**config.mk**
```make
export PLATFORM = sky130hd
export DESIGN_NAME = lcsl_sym_ram
export DESIGN_NICKNAME = d
export VERILOG_FILES = /design/src/sv/longest_common_subsequence_length_macros.svh /design/src/sv/lcsl_pkg.sv /design/src/sv/lcsl_sym_ram.sv
export SDC_FILE = /design/constraint.sdc
export NUM_CORES = 1
export LEC_CHECK = 0
export BUFFER_PORTS_ARGS = -buffer_cell sky130_fd_sc_hd__buf_2
export CAP_MARGIN = 20
export CORE_MARGIN = 10
export CORE_UTILIZATION = 34
export CTS_CLUSTER_DIAMETER = 80
export DETAILED_ROUTE_END_ITERATION = 8
export PLACE_DENSITY_LB_ADDON = 0.25
export SETUP_SLACK_MARGIN = 0.4
export SYNTH_ARGS = -nofsm -noshare
export SYNTH_HDL_FRONTEND = slang
export SYNTH_SLANG_ARGS = --single-unit
```
**constraint.sdc**
```tcl
create_clock -name clk_i -period 3.5 [get_ports clk_i]
set_input_delay 0.35 -clock clk_i [delete_from_list [all_inputs] [get_ports clk_i]]
set_output_delay 0.35 -clock clk_i [all_outputs]
set_load 0.005 [all_outputs]
```
**src/sv/longest_common_subsequence_length_macros.svh**
```systemverilog
// ----------------------------------------------------------------------------
// Assertion macros for the longest common subsequence length block
// Shared clocking and reset gating for the concurrent checks.
// ----------------------------------------------------------------------------
`ifndef LONGEST_COMMON_SUBSEQUENCE_LENGTH_MACROS_SVH
`define LONGEST_COMMON_SUBSEQUENCE_LENGTH_MACROS_SVH

// Check that a condition holds at every clock edge out of reset.
`define LCSL_ASSERT(lbl, cond, msg) \
  lbl: assert property (@(posedge clk_i) disable iff (!rst_ni) (cond)) else $error(msg);

// Check that a consequent holds in the same cycle as its antecedent.
`define LCSL_ASSERT_IMP(lbl, ante, cons, msg) \
  lbl: assert property (@(posedge clk_i) disable iff (!rst_ni) (ante) |-> (cons)) \
    else $error(msg);

`endif

```
**src/sv/lcsl_pkg.sv**
```systemverilog
// ----------------------------------------------------------------------------
// LCS length package
// Sizes, operation codes, the token passed along the cell chain, helpers.
// ----------------------------------------------------------------------------
`default_nettype none

package lcsl_pkg;

  localparam int MAX_LEN = 128;
  // Lengths and table values run 0..MAX_LEN.
  localparam int LEN_W   = $clog2(MAX_LEN + 1);
  // Addresses run 0..MAX_LEN-1.
  localparam int IDX_W   = (MAX_LEN > 1) ? $clog2(MAX_LEN) : 1;
  localparam int SYM_W   = 8;
  localparam int OUT_W   = 8;

  localparam logic [1:0] OP_FIRST   = 2'd0;
  localparam logic [1:0] OP_SECOND  = 2'd1;
  localparam logic [1:0] OP_COMPUTE = 2'd2;

  // One table row traveling right: symbol of the first string, the new
  // value of the cell to the left and its value from the row above.
  typedef struct packed {
    logic             valid;
    logic             last;
    logic [SYM_W-1:0] sym;
    logic [LEN_W-1:0] left;
    logic [LEN_W-1:0] diag;
  } lcsl_tok_t;

  function automatic logic [OUT_W-1:0] sat_len(input logic [LEN_W-1:0] v);
    logic [31:0] w;
    w = 32'(v);
    return (w > 32'd255) ? 8'hFF : w[OUT_W-1:0];
  endfunction

endpackage

`default_nettype wire

```
**src/sv/lcsl_sym_ram.sv**
```systemverilog
// ----------------------------------------------------------------------------
// LCS length symbol RAM
// One write port and one read port with registered read data.
// ----------------------------------------------------------------------------
`default_nettype none

module lcsl_sym_ram
  import lcsl_pkg::*;
(
  input  wire logic             clk_i,
  input  wire logic             we_i,
  input  wire logic [IDX_W-1:0] waddr_i,
  input  wire logic [SYM_W-1:0] wdata_i,
  input  wire logic [IDX_W-1:0] raddr_i,
  output logic      [SYM_W-1:0] rdata_o
);

  logic [SYM_W-1:0] mem_q [MAX_LEN];

  always_ff @(posedge clk_i) begin
    if (we_i) begin
      mem_q[waddr_i] <= wdata_i;
    end
  end

  always_ff @(posedge clk_i) begin
    rdata_o <= mem_q[raddr_i];
  end

endmodule

`default_nettype wire

```
==> flow_summary.json <==
{
  "layout_min_cycle_time_ps": 2455,
  "synth-compound-area-share": 0,
  "clock_root_cell": "sky130_fd_sc_hd__clkbuf_16",
  "worst_hold_path_type": "in2reg",
  "critical_path_peak_fanout": 40,
  "cts_max_path_buffers": 3,
  "synth.lib_cells_used.distinct": 17,
  "routed-via-count": 17906,
  "global_route.usage.total": 0.1463,
  "post_synth_instance_area_sq_um": 39670,
  "fp.dieArea_sq_um": 130700,
  "routedWlPerCell_um": 27.90,
  "clk-insertion-delay-late_ps": 680,
  "start_kind": "input port",
  "grt_overflow_total": 0,
  "timing.clock.skew_ps": 22.54,
  "worst_slew_pin_slew_ps": 1121,
  "synth.net_count": 1659,
  "slew_viol_final": 0,
  "seq_power_share": 0.527,
  "synth-seq-area-share": 0.7793,
  "h_tree_lvl_count": 3,
  "adder_cell_share_of_the_synthesized_area": 0,
  "critPathMostFrequentCell": "sky130_fd_sc_hd__mux4_2",
  "yosys.area_share.xor_xnor": 0,
  "clock_sinks": 1032,
  "die_width_um": 361.6,
  "postCtsHoldBufs": 0,
  "inserted_clock_buffers": 104,
  "route.final.wire_length_um": 96420,
  "vdd_ir_drop_max_v": 0.0005227,
  "clock_power_share": 0.422,
  "global_route_wire_length_before_repair_um": 138700,
  "nNetsFinal": 1870,
  "yosys_warnings": 0,
  "cpLargestDelayFamily": "multiplexers",
  "grt_setup_unrepaired": "no",
  "worstSetupPathType": "in2reg",
  "result_of_the_run": "complete, no violations",
  "detailedPlacementHpwl_um": 60280,
  "simple_logic_cell_fraction_of_the_synthesized_area": 0.01757,
  "critical_path_cell_by_cell": "buf_8 -> buf_12 -> mux4_2 -> mux4_2 -> mux4_2 -> mux2_2",
  "row_count": 125,
  "synthCells": 1635,
  "antenna_violations_before_repair": 10,
  "cts.repair.resized": 0,
  "total_switching_power_w": 0.005476,
  "synth.avg_cell_area_sq_um": 24.26,
  "tritoncts": "built",
  "critical-path-max-stage-delay_ps": 570,
  "firstDrtPassIters": 5,
  "synth_top_family_by_area": "multiplexers",
  "synth.area.mux_share": 0.1930,
  "leakagePower_nw": 14.30,
  "clk_pin_slew_ps": 70,
  "achievable-frequency_mhz": 407.3,
  "io-pin-count": 32,
  "timing.critical_path.arrival_ps": 3020,
  "critPathSlowestCell": "sky130_fd_sc_hd__mux4_2",
  "die_h_um": 361.6,
  "cp.buffers_inverters": 2,
  "power.internal_w": 0.02047,
  "synth_area_leader_cell": "sky130_fd_sc_hd__edfxtp_1",
  "cp.required_ps": 4070,
  "power_switching_share": 0.2111,
  "postSynthRegisterBits": 1032,
  "floorplan.core_area_sq_um": 116000,
  "setup-tns-final_ps": 0,
  "drc": 0,
  "drtIter0Drc": 1620,
  "finalHoldViolCount": 0,
  "synthTopCellsByArea": "sky130_fd_sc_hd__edfxtp_1 (78%), sky130_fd_sc_hd__mux4_2 (19%), sky130_fd_sc_hd__nor2_1 (1.2%), sky130_fd_sc_hd__clkbuf_1 (0.42%), sky130_fd_sc_hd__dfxtp_1 (0.40%)",
  "routabilityCongestion": 0.7598,
  "numPortBuffers": 31,
  "via_count_of_the_first_global_routing_pass": 18937,
  "antenna_left": 0,
  "share_comb_of_total_power": 0.051,
  "floorplan.initialDensity": 0.3418,
  "drv_cap": 0,
  "power-per-cell-area_nw_per_um2": 561.3,
  "syn_to_final_growth_pct": 16.52,
  "vias_per_cell": 5.181,
  "maxSlewHeadroom": 0.2529,
  "regToRegSetupSlack_ps": 1050,
  "end_kind": "flop",
  "grt_max_degree": 129,
  "report.final.setup_viol": 0,
  "synth_largest_type_area_fraction": 0.7752,
  "layout.core_utilization": 0.3983,
  "share_of_layout_cells_above_drive_strength_1": 0.3594,
  "timing.final.crit_share": 0.7015,
  "post-cts-setup-buffer-count": 0
}
[cell usage in the layout (no fill, tap or decap)]
cell type	n
sky130_fd_sc_hd__edfxtp_1	1024
sky130_fd_sc_hd__mux4_2	336
sky130_fd_sc_hd__buf_4	152
sky130_fd_sc_hd__nor2_1	122
sky130_fd_sc_hd__clkbuf_16	105
sky130_fd_sc_hd__clkinv_2	24
sky130_fd_sc_hd__clkbuf_1	21
sky130_fd_sc_hd__buf_12	21
sky130_fd_sc_hd__buf_2	19
sky130_fd_sc_hd__nand2_1	14
sky130_fd_sc_hd__clkinv_1	14
sky130_fd_sc_hd__nand3_1	12
sky130_fd_sc_hd__nor3_1	9
sky130_fd_sc_hd__bufinv_16	9
sky130_fd_sc_hd__mux2_2	8
sky130_fd_sc_hd__dfxtp_1	8
sky130_fd_sc_hd__nor2b_1	7
sky130_fd_sc_hd__inv_6	6
sky130_fd_sc_hd__clkinvlp_4	4
sky130_fd_sc_hd__nand4_1	3
sky130_fd_sc_hd__clkbuf_8	3
sky130_fd_sc_hd__nand2b_1	2
sky130_fd_sc_hd__buf_8	2
sky130_fd_sc_hd__diode_2	1
sky130_fd_sc_hd__or3_1	1
sky130_fd_sc_hd__inv_16	1
sky130_fd_sc_hd__clkinv_16	1
sky130_fd_sc_hd__clkinv_8	1
sky130_fd_sc_hd__inv_8	1
sky130_fd_sc_hd__clkinv_4	1
[cells in the mapped netlist, drive strengths merged]
cell type  count
buf           45
clkbuf        44
dfxtp          8
edfxtp      1024
mux2           8
mux4         336
nand2         14
nand2b         2
nand3         12
nand4          3
nor2         122
nor2b          7
nor3           9
or3            1
[worst reg2reg max path, delay by kind of cell, from the launching register on]
family        cells  cell delay [ps]
flip-flops        1              380
multiplexers      4             1960
[layout make-up]
class | count | area (sq um)
Sequential cell | 1032 | 30910
Tap cell | 1524 | 1907
Timing Repair Buffer | 194 | 1687
Clock inverter | 62 | 611.8
Fill cell | 10134 | 69830
Antenna cell | 1 | 2.502
Clock buffer | 129 | 2748
Multi-Input combinational cell | 514 | 8354
[per-stage QoR]
step | worst slack (ps) | hold slack (ps) | power, W | area [sq um] | std cells
detailed placement | 297.0 | 804.3 | 0.01530 | 42860 | 3264
finish | 1045 | 139.9 | 0.02594 | 46220 | 3456
floorplan | 646.0 | 448.9 | 0.01461 | 39670 | 1635
CTS | 1027 | 114.6 | 0.02620 | 46220 | 3455
global placement | 308.3 | 804.7 | 0.01528 | 42860 | 3264
global route | 979.4 | 133.5 | 0.02676 | 46220 | 3455
[state kept, by name, indices dropped and copies added, names as in the netlist]
name,flops
rdata_o,8
mem_q,1024
[final timing paths]
path,startpoint,to,cells after the start
worst max register to register,mem_q[90][0]$_DFFE_PP_,rdata_o[0]$_DFF_P_,4
worst min-delay path,raddr_i[5],rdata_o[6]$_DFF_P_,2
worst max-delay path,raddr_i[2],rdata_o[3]$_DFF_P_,6
worst min register to register,mem_q[109][2]$_DFFE_PP_,rdata_o[2]$_DFF_P_,4
[power by group through the flow]
stage,Clock [W],Combinational (W),Sequential [W]
floorplan,0,0.000690,0.0139
global placement,0,0.00134,0.0139
detailed placement,0,0.00136,0.0139
CTS,0.0112,0.00136,0.0137
global route,0.0117,0.00141,0.0137
finish,0.0109,0.00133,0.0137
[cell families (layout without fill, tap and decap cells)]
group                  after synthesis  in the layout
buffers and inverters               89            385
flip-flops                        1032           1032
other                                0              1
AND/OR/NAND/NOR                    170            170
multiplexers                       344            344
[per-layer routing]
| metal | vias up | track usage | part of all wire |
|---|---|---|---|
| li1 | 7457 | - | - |
| met1 | 9819 | 0.1918 | 0.42 |
| met2 | 489 | 0.2441 | 0.50 |
| met3 | 129 | 0.03213 | 0.061 |
| met4 | 12 | 0.04116 | 0.021 |
| met5 | - | 0 | 0.00075 |
(Power assumes the default switching activity.)
