### config.mk
export PLATFORM = sky130hd
export DESIGN_NAME = lcsl_cell
export DESIGN_NICKNAME = d
export VERILOG_FILES = /design/src/sv/longest_common_subsequence_length_macros.svh /design/src/sv/lcsl_pkg.sv /design/src/sv/lcsl_cell.sv
export SDC_FILE = /design/constraint.sdc
export NUM_CORES = 1
export LEC_CHECK = 0
export BUFFER_PORTS_ARGS = -buffer_cell sky130_fd_sc_hd__buf_2
export CORE_ASPECT_RATIO = 1.5
export CORE_UTILIZATION = 49
export DETAILED_ROUTE_END_ITERATION = 16
export GPL_ROUTABILITY_DRIVEN = 0
export PLACE_DENSITY = 0.9
export SLEW_MARGIN = 20
export SYNTH_ARGS = -nofsm -noshare
export SYNTH_HDL_FRONTEND = slang
export SYNTH_SLANG_ARGS = --single-unit
### constraint.sdc
create_clock -name clk_i -period 2.21 [get_ports clk_i]
set_clock_uncertainty 0.1 [all_clocks]
set_input_delay 0.3315 -clock clk_i [delete_from_list [all_inputs] [get_ports clk_i]]
set_output_delay 0.3315 -clock clk_i [all_outputs]
set_load 0.03 [all_outputs]
### src/sv/longest_common_subsequence_length_macros.svh
// ----------------------------------------------------------------------------
// Assertion macros for the longest common subsequence length block
// Shared clocking and reset gating for the concurrent checks.
// ----------------------------------------------------------------------------
`ifndef LONGEST_COMMON_SUBSEQUENCE_LENGTH_MACROS_SVH
`define LONGEST_COMMON_SUBSEQUENCE_LENGTH_MACROS_SVH

// Check that a condition holds at every clock edge out of reset.
`define LCSL_ASSERT(lbl, cond, msg) \
  lbl: assert property (@(posedge clk_i) disable iff (!rst_ni) (cond)) else $error(msg);

// Check that a consequent holds in the same cycle as its antecedent.
`define LCSL_ASSERT_IMP(lbl, ante, cons, msg) \
  lbl: assert property (@(posedge clk_i) disable iff (!rst_ni) (ante) |-> (cons)) \
    else $error(msg);

`endif

### src/sv/lcsl_pkg.sv
// ----------------------------------------------------------------------------
// LCS length package
// Sizes, operation codes, the token passed along the cell chain, helpers.
// ----------------------------------------------------------------------------
`default_nettype none

package lcsl_pkg;

  localparam int MAX_LEN = 128;
  // Lengths and table values run 0..MAX_LEN.
  localparam int LEN_W   = $clog2(MAX_LEN + 1);
  // Addresses run 0..MAX_LEN-1.
  localparam int IDX_W   = (MAX_LEN > 1) ? $clog2(MAX_LEN) : 1;
  localparam int SYM_W   = 8;
  localparam int OUT_W   = 8;

  localparam logic [1:0] OP_FIRST   = 2'd0;
  localparam logic [1:0] OP_SECOND  = 2'd1;
  localparam logic [1:0] OP_COMPUTE = 2'd2;

  // One table row traveling right: symbol of the first string, the new
  // value of the cell to the left and its value from the row above.
  typedef struct packed {
    logic             valid;
    logic             last;
    logic [SYM_W-1:0] sym;
    logic [LEN_W-1:0] left;
    logic [LEN_W-1:0] diag;
  } lcsl_tok_t;

  function automatic logic [OUT_W-1:0] sat_len(input logic [LEN_W-1:0] v);
    logic [31:0] w;
    w = 32'(v);
    return (w > 32'd255) ? 8'hFF : w[OUT_W-1:0];
  endfunction

endpackage

`default_nettype wire

### src/sv/lcsl_cell.sv
// ----------------------------------------------------------------------------
// LCS length chain cell
// Holds one symbol of the second string and its column of the table row.
// ----------------------------------------------------------------------------
`default_nettype none

module lcsl_cell
  import lcsl_pkg::*;
(
  input  wire logic             clk_i,
  input  wire logic             rst_ni,
  input  wire logic             clr_i,
  input  wire logic             ld_i,
  input  wire logic [SYM_W-1:0] ld_sym_i,
  input  wire lcsl_tok_t        tok_i,
  output lcsl_tok_t             tok_o
);

  logic [SYM_W-1:0] sym_q;
  logic [LEN_W-1:0] dp_q;
  logic [LEN_W-1:0] cell_val;
  logic             valid_q;
  logic             last_q;
  logic [SYM_W-1:0] tsym_q;
  logic [LEN_W-1:0] left_q;
  logic [LEN_W-1:0] diag_q;

  always_comb begin
    if (tok_i.sym == sym_q) begin
      cell_val = tok_i.diag + LEN_W'(1);
    end else if (dp_q > tok_i.left) begin
      cell_val = dp_q;
    end else begin
      cell_val = tok_i.left;
    end
  end

  always_ff @(posedge clk_i or negedge rst_ni) begin
    if (!rst_ni) begin
      valid_q <= 1'b0;
    end else if (clr_i) begin
      valid_q <= 1'b0;
    end else begin
      valid_q <= tok_i.valid;
    end
  end

  always_ff @(posedge clk_i) begin
    if (ld_i) begin
      sym_q <= ld_sym_i;
    end
    if (clr_i) begin
      dp_q <= '0;
    end else if (tok_i.valid) begin
      dp_q <= cell_val;
    end
    last_q <= tok_i.last;
    tsym_q <= tok_i.sym;
    left_q <= cell_val;
    diag_q <= dp_q;
  end

  assign tok_o = '{valid: valid_q, last: last_q, sym: tsym_q, left: left_q, diag: diag_q};

endmodule

`default_nettype wire

==> out/results.txt, run 1 <==
Flip-flop and latch count after synthesis: 42
CP max stage cell: a2111oi_0
Synthesized area: 0.00183 sq mm
Fin nets: 286
Post-Route WL: 4210 microns
Power per cell area: 821 mW/mm^2
Kind of critical path: reg -> reg
Max incr delay on CP: 0.46 ns
Hold/Removal Path Class: in -> reg
Share of cells above drive strength 1: 40.8%
EDFF count, synth: 8
Core footprint: 0.00348 sq mm
Area after DPL: 0.00226 sq mm
Number of buffers created by CTS: 5
Port Buffers: 63
PnR Total Power: 1960 uW
Pins Over Slew Limit: 0
DR vias/cell: 5.75
Clock sinks: 42
DIE HEIGHT: 76.9 microns
DRC: 0
Largest net degree at the start of global routing: 15
Fin worst setup slack: 0.108 ns
Fin. Hold Viols: 0
Synth Area in Compound Gates: 22.8%
Slew headroom: 65.7%
Synth Warn #: 0
Final setup fails: 0
Die Wd: 51.9 microns
Yosys cell types: 42
Worst skew pair latency: 0.29 ns
Top post-synthesis cells by area: dfxtp_1 36%, edfxtp_1 13%, ha_1 6.2%
Mux share of post-synthesis cell area: 0%
Static leakage: 0.00110 uW
RSZ-0062 raised after global routing: false
Outcome: finished clean
XOR/XNOR Fraction of Synth Area: 6.70%
Starting density of the core: 52.6%
Startpoint Class: flip-flop
Post-CTS sizing: 0
Diodes inserted: 0
Synth Area in Adders: 6.15%
1st-iter DRT viols: 65
Post-Place Setup Slack: -0.00884 ns
Area grow syn2layout: 30.6%
Max VDD drop: 608 uV
Via Count: 1622
Endpoint class of the critical path: flip-flop
WL per Instance: 14.9 microns
CP top delay family: compound AO/OA/AOI/OAI gates
# rows: 26
DRT Pass-1 Iters: 4
DP HPWL: 3190 microns
Worst-Margin Slew: 0.512 ns
First-pass GRT wire length: 6530 microns
Most frequent cells in the layout: 63 x buf_2, 33 x dfxtp_1, 18 x buf_4, 14 x a31oi_1, 11 x inv_1
H-Tree Level Count: 2
Simple-gate share of the synthesized area: 8.07%
Leading area contributor after synthesis: dfxtp_1
Design Area, Final: 0.00239 sq mm
Async set-reset flop share out of synthesis: 2.38%
GRT Overall Usage: 22.0%
Post-route clock period utilization: 95.1%
Synth top area share: 36.1%
Die area: 0.00399 sq mm
Max_cap viols: 0
Io pins: 64
Sequential element share of the synthesized area: 50.6%
Root Buffer: clkbuf_8
Grt ovf: 0
CP required: 2.28 ns
Fmax: 476 MHz
Vias in the first global route: 1544
Clock Path Buffers: 2
CTS tree: yes
Initial antenna violation count: 0
Synth Instances: 161
Avg Inst Size Synth: 11.4 sq um
Worst path cell trace: ha_1 > and4_1 > nand4_1 > o31a_1 > a2111oi_0 > a2111oi_1
Synth Net Count: 208
CP max FO: 6
Post-route ant nets: 0
Crit path DAT: 2.17 ns
Commonest non-fill, non-tap cell in the layout: buf_2
Most frequently used flop master after synthesis: dfxtp_1
Number of buffers and inverters on the critical path: 0
Tmin final: 2.10 ns
Clock-pin slew on the worst setup and hold paths: 0.08 ns
Setup TNS: 0 ns
Largest family of logic cells by synthesized area: compound AO/OA/AOI/OAI gates
cells in the mapped netlist (2+ instances only):
| library cell | count |
|---|---|
| a2111oi_1 | 2 |
| a22oi_1 | 6 |
| a2bb2oi_1 | 2 |
| a31oi_1 | 14 |
| and3_1 | 2 |
| buf_2 | 2 |
| buf_4 | 3 |
| clkbuf_1 | 4 |
| dfxtp_1 | 33 |
| edfxtp_1 | 8 |
| ha_1 | 9 |
| inv_1 | 11 |
| nand3_1 | 5 |
| nand4_1 | 3 |
| nor2_1 | 2 |
| nor3_1 | 2 |
| o2111ai_1 | 4 |
| o211a_1 | 4 |
| o21ai_0 | 9 |
| o221a_2 | 2 |
| xnor2_1 | 10 |
| xor2_1 | 4 |
layout make-up:
class                   instances  area, sq um
fillers                       271         1090
clock buffers                   6         72.6
repair buffers                 82          460
inverters                      11         41.3
clock inverters                 2         37.5
well taps                      42         52.6
multi-input cells              97          800
flip-flops and latches         42          926
power by group:
| group | internal (uW) | total (uW) | leakage [uW] | switching [uW] |
|---|---|---|---|---|
| clock network | 337 | 595 | 0.0000514 | 258 |
| registers | 852 | 880 | 0.000368 | 27.7 |
| logic | 203 | 488 | 0.000679 | 285 |
| total | 1390 | 1960 | 0.00110 | 571 |
worst reg2reg max path, cell delays in order, from the launching register on:
cell       delay, ns
dfxtp_1         0.35
ha_1            0.29
and4_1          0.28
nand4_1         0.17
o31a_1          0.23
a2111oi_0       0.46
a2111oi_1       0.10
flip-flops by register name (all words and copies together), names as in the netlist:
register	cells
valid_q	1
dp_q	8
tsym_q	8
last_q	1
sym_q	8
left_q	8
diag_q	8
stage by stage:
step           util, %  hold WS (ns)  cells
2_1_floorplan        -       -0.0641    161
3_3_place_gp      65.0       0.00560    272
3_5_place_dp      65.0       0.00696    272
4_1_cts           68.4        0.0315    281
5_1_grt           68.7        0.0275    282
6_report          68.7        0.0351    282
worst paths after layout:
check	startpoint	cells after the start	slack (ns)	to
setup reg to reg	dp_q[7]	6	0.11	dp_q[1]
max in group asynchronous	rst_ni	2	1.69	valid_q
setup / recovery	dp_q[7]	6	0.11	dp_q[1]
hold reg to reg	dp_q[0]	0	0.29	diag_q[0]
hold / removal	tok_i[24]	1	0.04	last_q
min in group asynchronous	rst_ni	2	0.23	valid_q
per-layer routing:
layer / global-route usage [%] / wire length, microns / vias to the layer above
met5: 0 / 0 / -
li1: - / - / 765
met3: 6.35 / 381 / 18
met2: 37.9 / 2140 / 90
met1: 22.0 / 1530 / 749
met4: 13.8 / 163 / 0
timing repair:
| action | CTS | global route |
|---|---|---|
| hold buffers | 1 | 0 |
| setup endpoints to repair | 0 | 1 |
| endpoints found under the hold margin | 1 | 0 |
| setup buffers | 0 | 1 |
logic make-up (layout without fill, tap and decap cells):
group	Yosys count	after routing
buf+inv	22	101
flops	42	42
fa+ha+maj	9	9
compound gates	53	53
xor+xnor	14	14
simple gates	21	21
Note: power is estimated with default switching activity, not from simulation.
==> inputs of run 2 (changes only) <==
--- a/config.mk
+++ b/config.mk
@@ -11,6 +11,7 @@
 export DETAILED_ROUTE_END_ITERATION = 16
 export GPL_ROUTABILITY_DRIVEN = 0
 export PLACE_DENSITY = 0.9
+export REMOVE_ABC_BUFFERS = 1
 export SLEW_MARGIN = 20
 export SYNTH_ARGS = -nofsm -noshare
 export SYNTH_HDL_FRONTEND = slang
==> out/results.txt, run 2 (synthesis gave the netlist of run 1 again) <==
Pins Over Slew Limit: 0 (unchanged)
Power per cell area: 783 mW/mm^2 (was 821 mW/mm^2)
Clock Path Buffers: 2 (unchanged)
DRT Pass-1 Iters: 5 (was 4)
Die area: 0.00399 sq mm (unchanged)
Commonest non-fill, non-tap cell in the layout: buf_2 (unchanged)
Crit path DAT: 2.23 ns (was 2.17 ns)
CP required: 2.34 ns (was 2.28 ns)
Final setup fails: 0 (unchanged)
CTS tree: yes (unchanged)
Diodes inserted: 0 (unchanged)
Post-route ant nets: 0 (unchanged)
GRT Overall Usage: 21.7% (was 22.0%)
Sequential cell area: 926 sq um (unchanged)
Hold/Removal Path Class: in -> reg (unchanged)
Worst skew pair latency: 0.29 ns (about the same)
First-pass GRT wire length: 6490 microns (was 6530 microns)
Most frequent cells in the layout: 63 x buf_2, 33 x dfxtp_1, 14 x a31oi_1, 12 x buf_4, 11 x inv_1 (was 63 x buf_2, 33 x dfxtp_1, 18 x buf_4, 14 x a31oi_1, 11 x inv_1)
RSZ-0062 raised after global routing: false (unchanged)
Fmax: 476 MHz (about the same)
WL per Instance: 14.8 microns (was 14.9 microns)
Clock sinks: 42 (unchanged)
CP max FO: 6 (unchanged)
Starting density of the core: 52.6% (unchanged)
Startpoint Class: flip-flop (unchanged)
Port Buffers: 63 (unchanged)
Number of buffers created by CTS: 5 (unchanged)
DP HPWL: 3080 microns (was 3190 microns)
Max VDD drop: 643 uV (was 608 uV)
Worst reg2reg path startpoint: dp_q[6] (was dp_q[7])
Largest net degree at the start of global routing: 24 (was 15)
Vias in the first global route: 1496 (was 1544)
Area occupied by multi-input gates: 803 sq um (was 800 sq um)
DR vias/cell: 5.67 (was 5.75)
Worst r2r dst: dp_q[7] (was dp_q[1])
Fin nets: 280 (was 286)
Area grow syn2layout: 26.8% (was 30.6%)
Flop-to-flop setup slack: 0.11 ns (about the same)
Crit path to: dp_q[7] (was dp_q[1])
PnR Total Power: 1820 uW (was 1960 uW)
Crit. Startpoint: dp_q[6] (was dp_q[7])
Via Count: 1564 (was 1622)
Post-Route WL: 4080 microns (was 4210 microns)
Slew headroom: 73.4% (was 65.7%)
H-Tree Level Count: 2 (unchanged)
Core footprint: 0.00348 sq mm (unchanged)
Static leakage: 0.00106 uW (was 0.00110 uW)
Outcome: finished clean (unchanged)
Max_cap viols: 0 (unchanged)
Io pins: 64 (unchanged)
Filler cells: 270 (was 271)
Post-route clock period utilization: 95.1% (about the same)
Clock-pin slew on the worst setup and hold paths: 0.08 ns (about the same)
1st-iter DRT viols: 51 (was 65)
Tmin final: 2.10 ns (about the same)
DIE HEIGHT: 76.9 microns (unchanged)
Die Wd: 51.9 microns (unchanged)
Hold_ws: 0.0462 ns (was 0.0351 ns)
Root Buffer: clkbuf_8 (unchanged)
Share of cells above drive strength 1: 39.7% (was 40.8%)
DRC: 0 (unchanged)
Initial antenna violation count: 0 (unchanged)
Grt ovf: 0 (unchanged)
Endpoint class of the critical path: flip-flop (unchanged)
Kind of critical path: reg -> reg (unchanged)
Worst-Margin Slew: 0.389 ns (was 0.512 ns)
FF-to-FF path depth: 7 (was 6)
# rows: 26 (unchanged)
Fin. Hold Viols: 0 (unchanged)
==> run 2: changes by cell type in the layout (fill, tap and decap cells not counted), sizes merged <==
| cell | previous run | this run |
|---|---|---|
| clkinv | 0 | 2 |
| bufinv | 1 | 0 |
| buf | 81 | 75 |
| clkinvlp | 1 | 0 |
==> run 2: cell type report <==
class,count,share of cell area [%]
clock buffer,6,3.13
clock inverter,2,0.431
inverter,11,1.78
multi-input combinational,97,34.6
sequential,42,39.9
tap,42,2.26
timing repair buffer,76,17.9
==> run 2: stage by stage <==
stage	TNS [ns]	worst slack, ns	area, sq um	instances	utilization (%)
2_1_floorplan	0	0.0103	1770	150	-
3_3_place_gp	0	0.0246	2210	265	63.5
3_5_place_dp	-0.0889	-0.0487	2210	265	63.5
4_1_cts	0	0.0821	2300	274	66.1
5_1_grt	0	0.0200	2320	276	66.7
6_report	0	0.108	2320	276	66.7
==> run 2: power breakdown <==
part / total, uW / switching (uW) / internal [uW]
Sequential: 880 / 27.9 / 853
Clock: 460 / 241 / 219
Combinational: 476 / 284 / 191
==> run 2: how the worst min path moves through the flow <==
stage / start / end / cells past startpoint
6_report: tok_i[24] / last_q / 1
5_1_grt: tok_i[24] / last_q / 1
4_1_cts: tok_i[24] / last_q / 1
3_5_place_dp: rst_ni / valid_q / 1
3_3_place_gp: rst_ni / valid_q / 1
2_1_floorplan: rst_ni / valid_q / 0
==> run 2: critical path, cell delays in order, from the launching register on <==
cell	delay, ns
dfxtp_1	0.34
ha_1	0.30
and4_1	0.25
nand4_1	0.15
o31a_1	0.20
buf_4	0.18
a31oi_4	0.29
o221a_2	0.22
==> run 2: per-layer routing <==
layer,global-route usage (%),routed length (microns)
met2,37.8,2070
met5,0,0
met4,9.73,108
met3,5.56,317
met1,23.5,1580
==> run 2: repair_timing <==
item,4_1_cts,5_1_grt
buffers inserted,0,2
hold buffers,1,0
gates resized for setup,0,2
setup endpoints to repair,0,2
endpoints found under the hold margin,1,0
==> inputs of run 3 (changes only) <==
==> constraint.sdc (replaced) <==
create_clock -name clk_i -period 2.21 [get_ports clk_i]
set_clock_uncertainty 0.1 [all_clocks]
set_input_delay 0.5525 -clock clk_i [delete_from_list [all_inputs] [get_ports clk_i]]
set_output_delay 0.5525 -clock clk_i [all_outputs]
set_load 0.03 [all_outputs]
==> out/results.txt, run 3 (synthesis gave the netlist of run 1 again) <==
Outcome: finished clean (unchanged)
Max_cap viols: 0 (unchanged)
Most frequent cells in the layout: 63 x buf_2, 33 x dfxtp_1, 21 x buf_4, 14 x a31oi_1, 11 x inv_1 (was 63 x buf_2, 33 x dfxtp_1, 14 x a31oi_1, 12 x buf_4, 11 x inv_1)
Power per cell area: 810 mW/mm^2 (was 783 mW/mm^2)
Worst-Margin Slew: 0.471 ns (was 0.389 ns)
CP max FO: 6 (unchanged)
DRT Pass-1 Iters: 4 (was 5)
Final setup fails: 0 (unchanged)
Post-route ant nets: 0 (unchanged)
Max VDD drop: 542 uV (was 643 uV)
Hold_ws: 0.267 ns (was 0.0462 ns)
DRC: 0 (unchanged)
Setup TNS: 0 ns (unchanged)
Io pins: 64 (unchanged)
Diodes inserted: 0 (unchanged)
Port Buffers: 63 (unchanged)
Grt ovf: 0 (unchanged)
CTS tree: yes (unchanged)
Fin nets: 290 (was 280)
Starting density of the core: 52.6% (unchanged)
Startpoint Class: input pin (was flip-flop)
CP required: 2.29 ns (was 2.34 ns)
Clock-pin slew on the worst setup and hold paths: 0.07 ns (was 0.08 ns)
Worst skew pair latency: 0.29 ns (about the same)
Fin. Hold Viols: 0 (unchanged)
1st-iter DRT viols: 56 (was 51)
DR vias/cell: 5.76 (was 5.67)
Area grow syn2layout: 32.7% (was 26.8%)
Sequential cell area: 926 sq um (unchanged)
Post-Route WL: 4480 microns (was 4080 microns)
DIE HEIGHT: 76.9 microns (unchanged)
Tmin final: 2.19 ns (was 2.10 ns)
Crit path DAT: 2.27 ns (was 2.23 ns)
WL per Instance: 15.7 microns (was 14.8 microns)
Area occupied by multi-input gates: 806 sq um (was 803 sq um)
Clock sinks: 42 (unchanged)
Pins Over Slew Limit: 0 (unchanged)
Post-route clock period utilization: 99.2% (was 95.1%)
Static leakage: 0.00113 uW (was 0.00106 uW)
Largest net degree at the start of global routing: 14 (was 24)
Die area: 0.00399 sq mm (unchanged)
First-pass GRT wire length: 7080 microns (was 6490 microns)
H-Tree Level Count: 2 (unchanged)
Commonest non-fill, non-tap cell in the layout: buf_2 (unchanged)
Filler cells: 250 (was 270)
RSZ-0062 raised after global routing: true (was false)
Slew headroom: 68.5% (was 73.4%)
Hold/Removal Path Class: in -> reg (unchanged)
Die Wd: 51.9 microns (unchanged)
Share of cells above drive strength 1: 42.6% (was 39.7%)
Initial antenna violation count: 0 (unchanged)
Via Count: 1646 (was 1564)
Fmax: 456 MHz (was 476 MHz)
Core footprint: 0.00348 sq mm (unchanged)
GRT Overall Usage: 23.8% (was 21.7%)
Clock Path Buffers: 2 (unchanged)
Kind of critical path: in -> reg (was reg -> reg)
Vias in the first global route: 1642 (was 1496)
PnR Total Power: 1970 uW (was 1820 uW)
# rows: 26 (unchanged)
Number of buffers created by CTS: 5 (unchanged)
DP HPWL: 3390 microns (was 3080 microns)
Endpoint class of the critical path: flip-flop (unchanged)
Root Buffer: clkbuf_8 (unchanged)
-- run 3: final timing paths --
| kind | from | endpoint | slack, ns | cells past startpoint |
|---|---|---|---|---|
| max | tok_i[15] | dp_q[0] | 0.02 | 9 |
| min | tok_i[24] | last_q | 0.27 | 1 |
| max reg2reg | dp_q[6] | dp_q[3] | 0.05 | 7 |
| min reg2reg | dp_q[2] | diag_q[2] | 0.30 | 0 |
| max in group asynchronous | rst_ni | valid_q | 1.45 | 2 |
| min in group asynchronous | rst_ni | valid_q | 0.47 | 2 |
-- run 3: cell type report --
cell class / count / share of cell area [%]
clock buffers: 5 / 2.83
well taps: 42 / 2.16
inverters: 11 / 1.70
multi-input cells: 97 / 33.2
flip-flops and latches: 42 / 38.1
repair buffers: 86 / 20.4
clock inverters: 3 / 1.65
-- run 3: worst max-delay path, cell delays in order --
cell and delay [ns]:
buf_2 0.09, inv_1 0.04, ha_1 0.29, and4_1 0.24, nand4_1 0.16, o31a_1 0.29
buf_6 0.16, a31oi_4 0.13, o221a_2 0.30
-- run 3: what timing repair did --
action	4_1_cts	5_1_grt
gates resized for setup	0	3
hold buffers	1	0
setup buffers	0	1
endpoints found under the hold margin	1	0
setup endpoints to repair	0	3
-- run 3: per-layer routing --
layer	wire, microns	vias up	global-route usage (%)
met5	0	-	0
met4	104	0	10.3
met3	349	15	5.56
met2	2430	94	43.6
met1	1590	764	24.3
li1	-	773	-
-- run 3: through the flow --
step | setup WS [ns] | utilization (%) | cell area, sq um | std cells
floorplan | -0.184 | - | 1770 | 150
global route | -0.0591 | 69.8 | 2430 | 286
detailed placement | -0.210 | 65.9 | 2290 | 276
finish | 0.0181 | 69.8 | 2430 | 286
CTS | 0.0259 | 69.3 | 2410 | 285
global placement | -0.183 | 65.9 | 2290 | 276
-- run 3: report_power, final --
part | switching [uW] | total, uW | internal, uW
Combinational | 294 | 507 | 214
Sequential | 30.5 | 883 | 852
Clock | 246 | 578 | 332
Total | 570 | 1970 | 1400
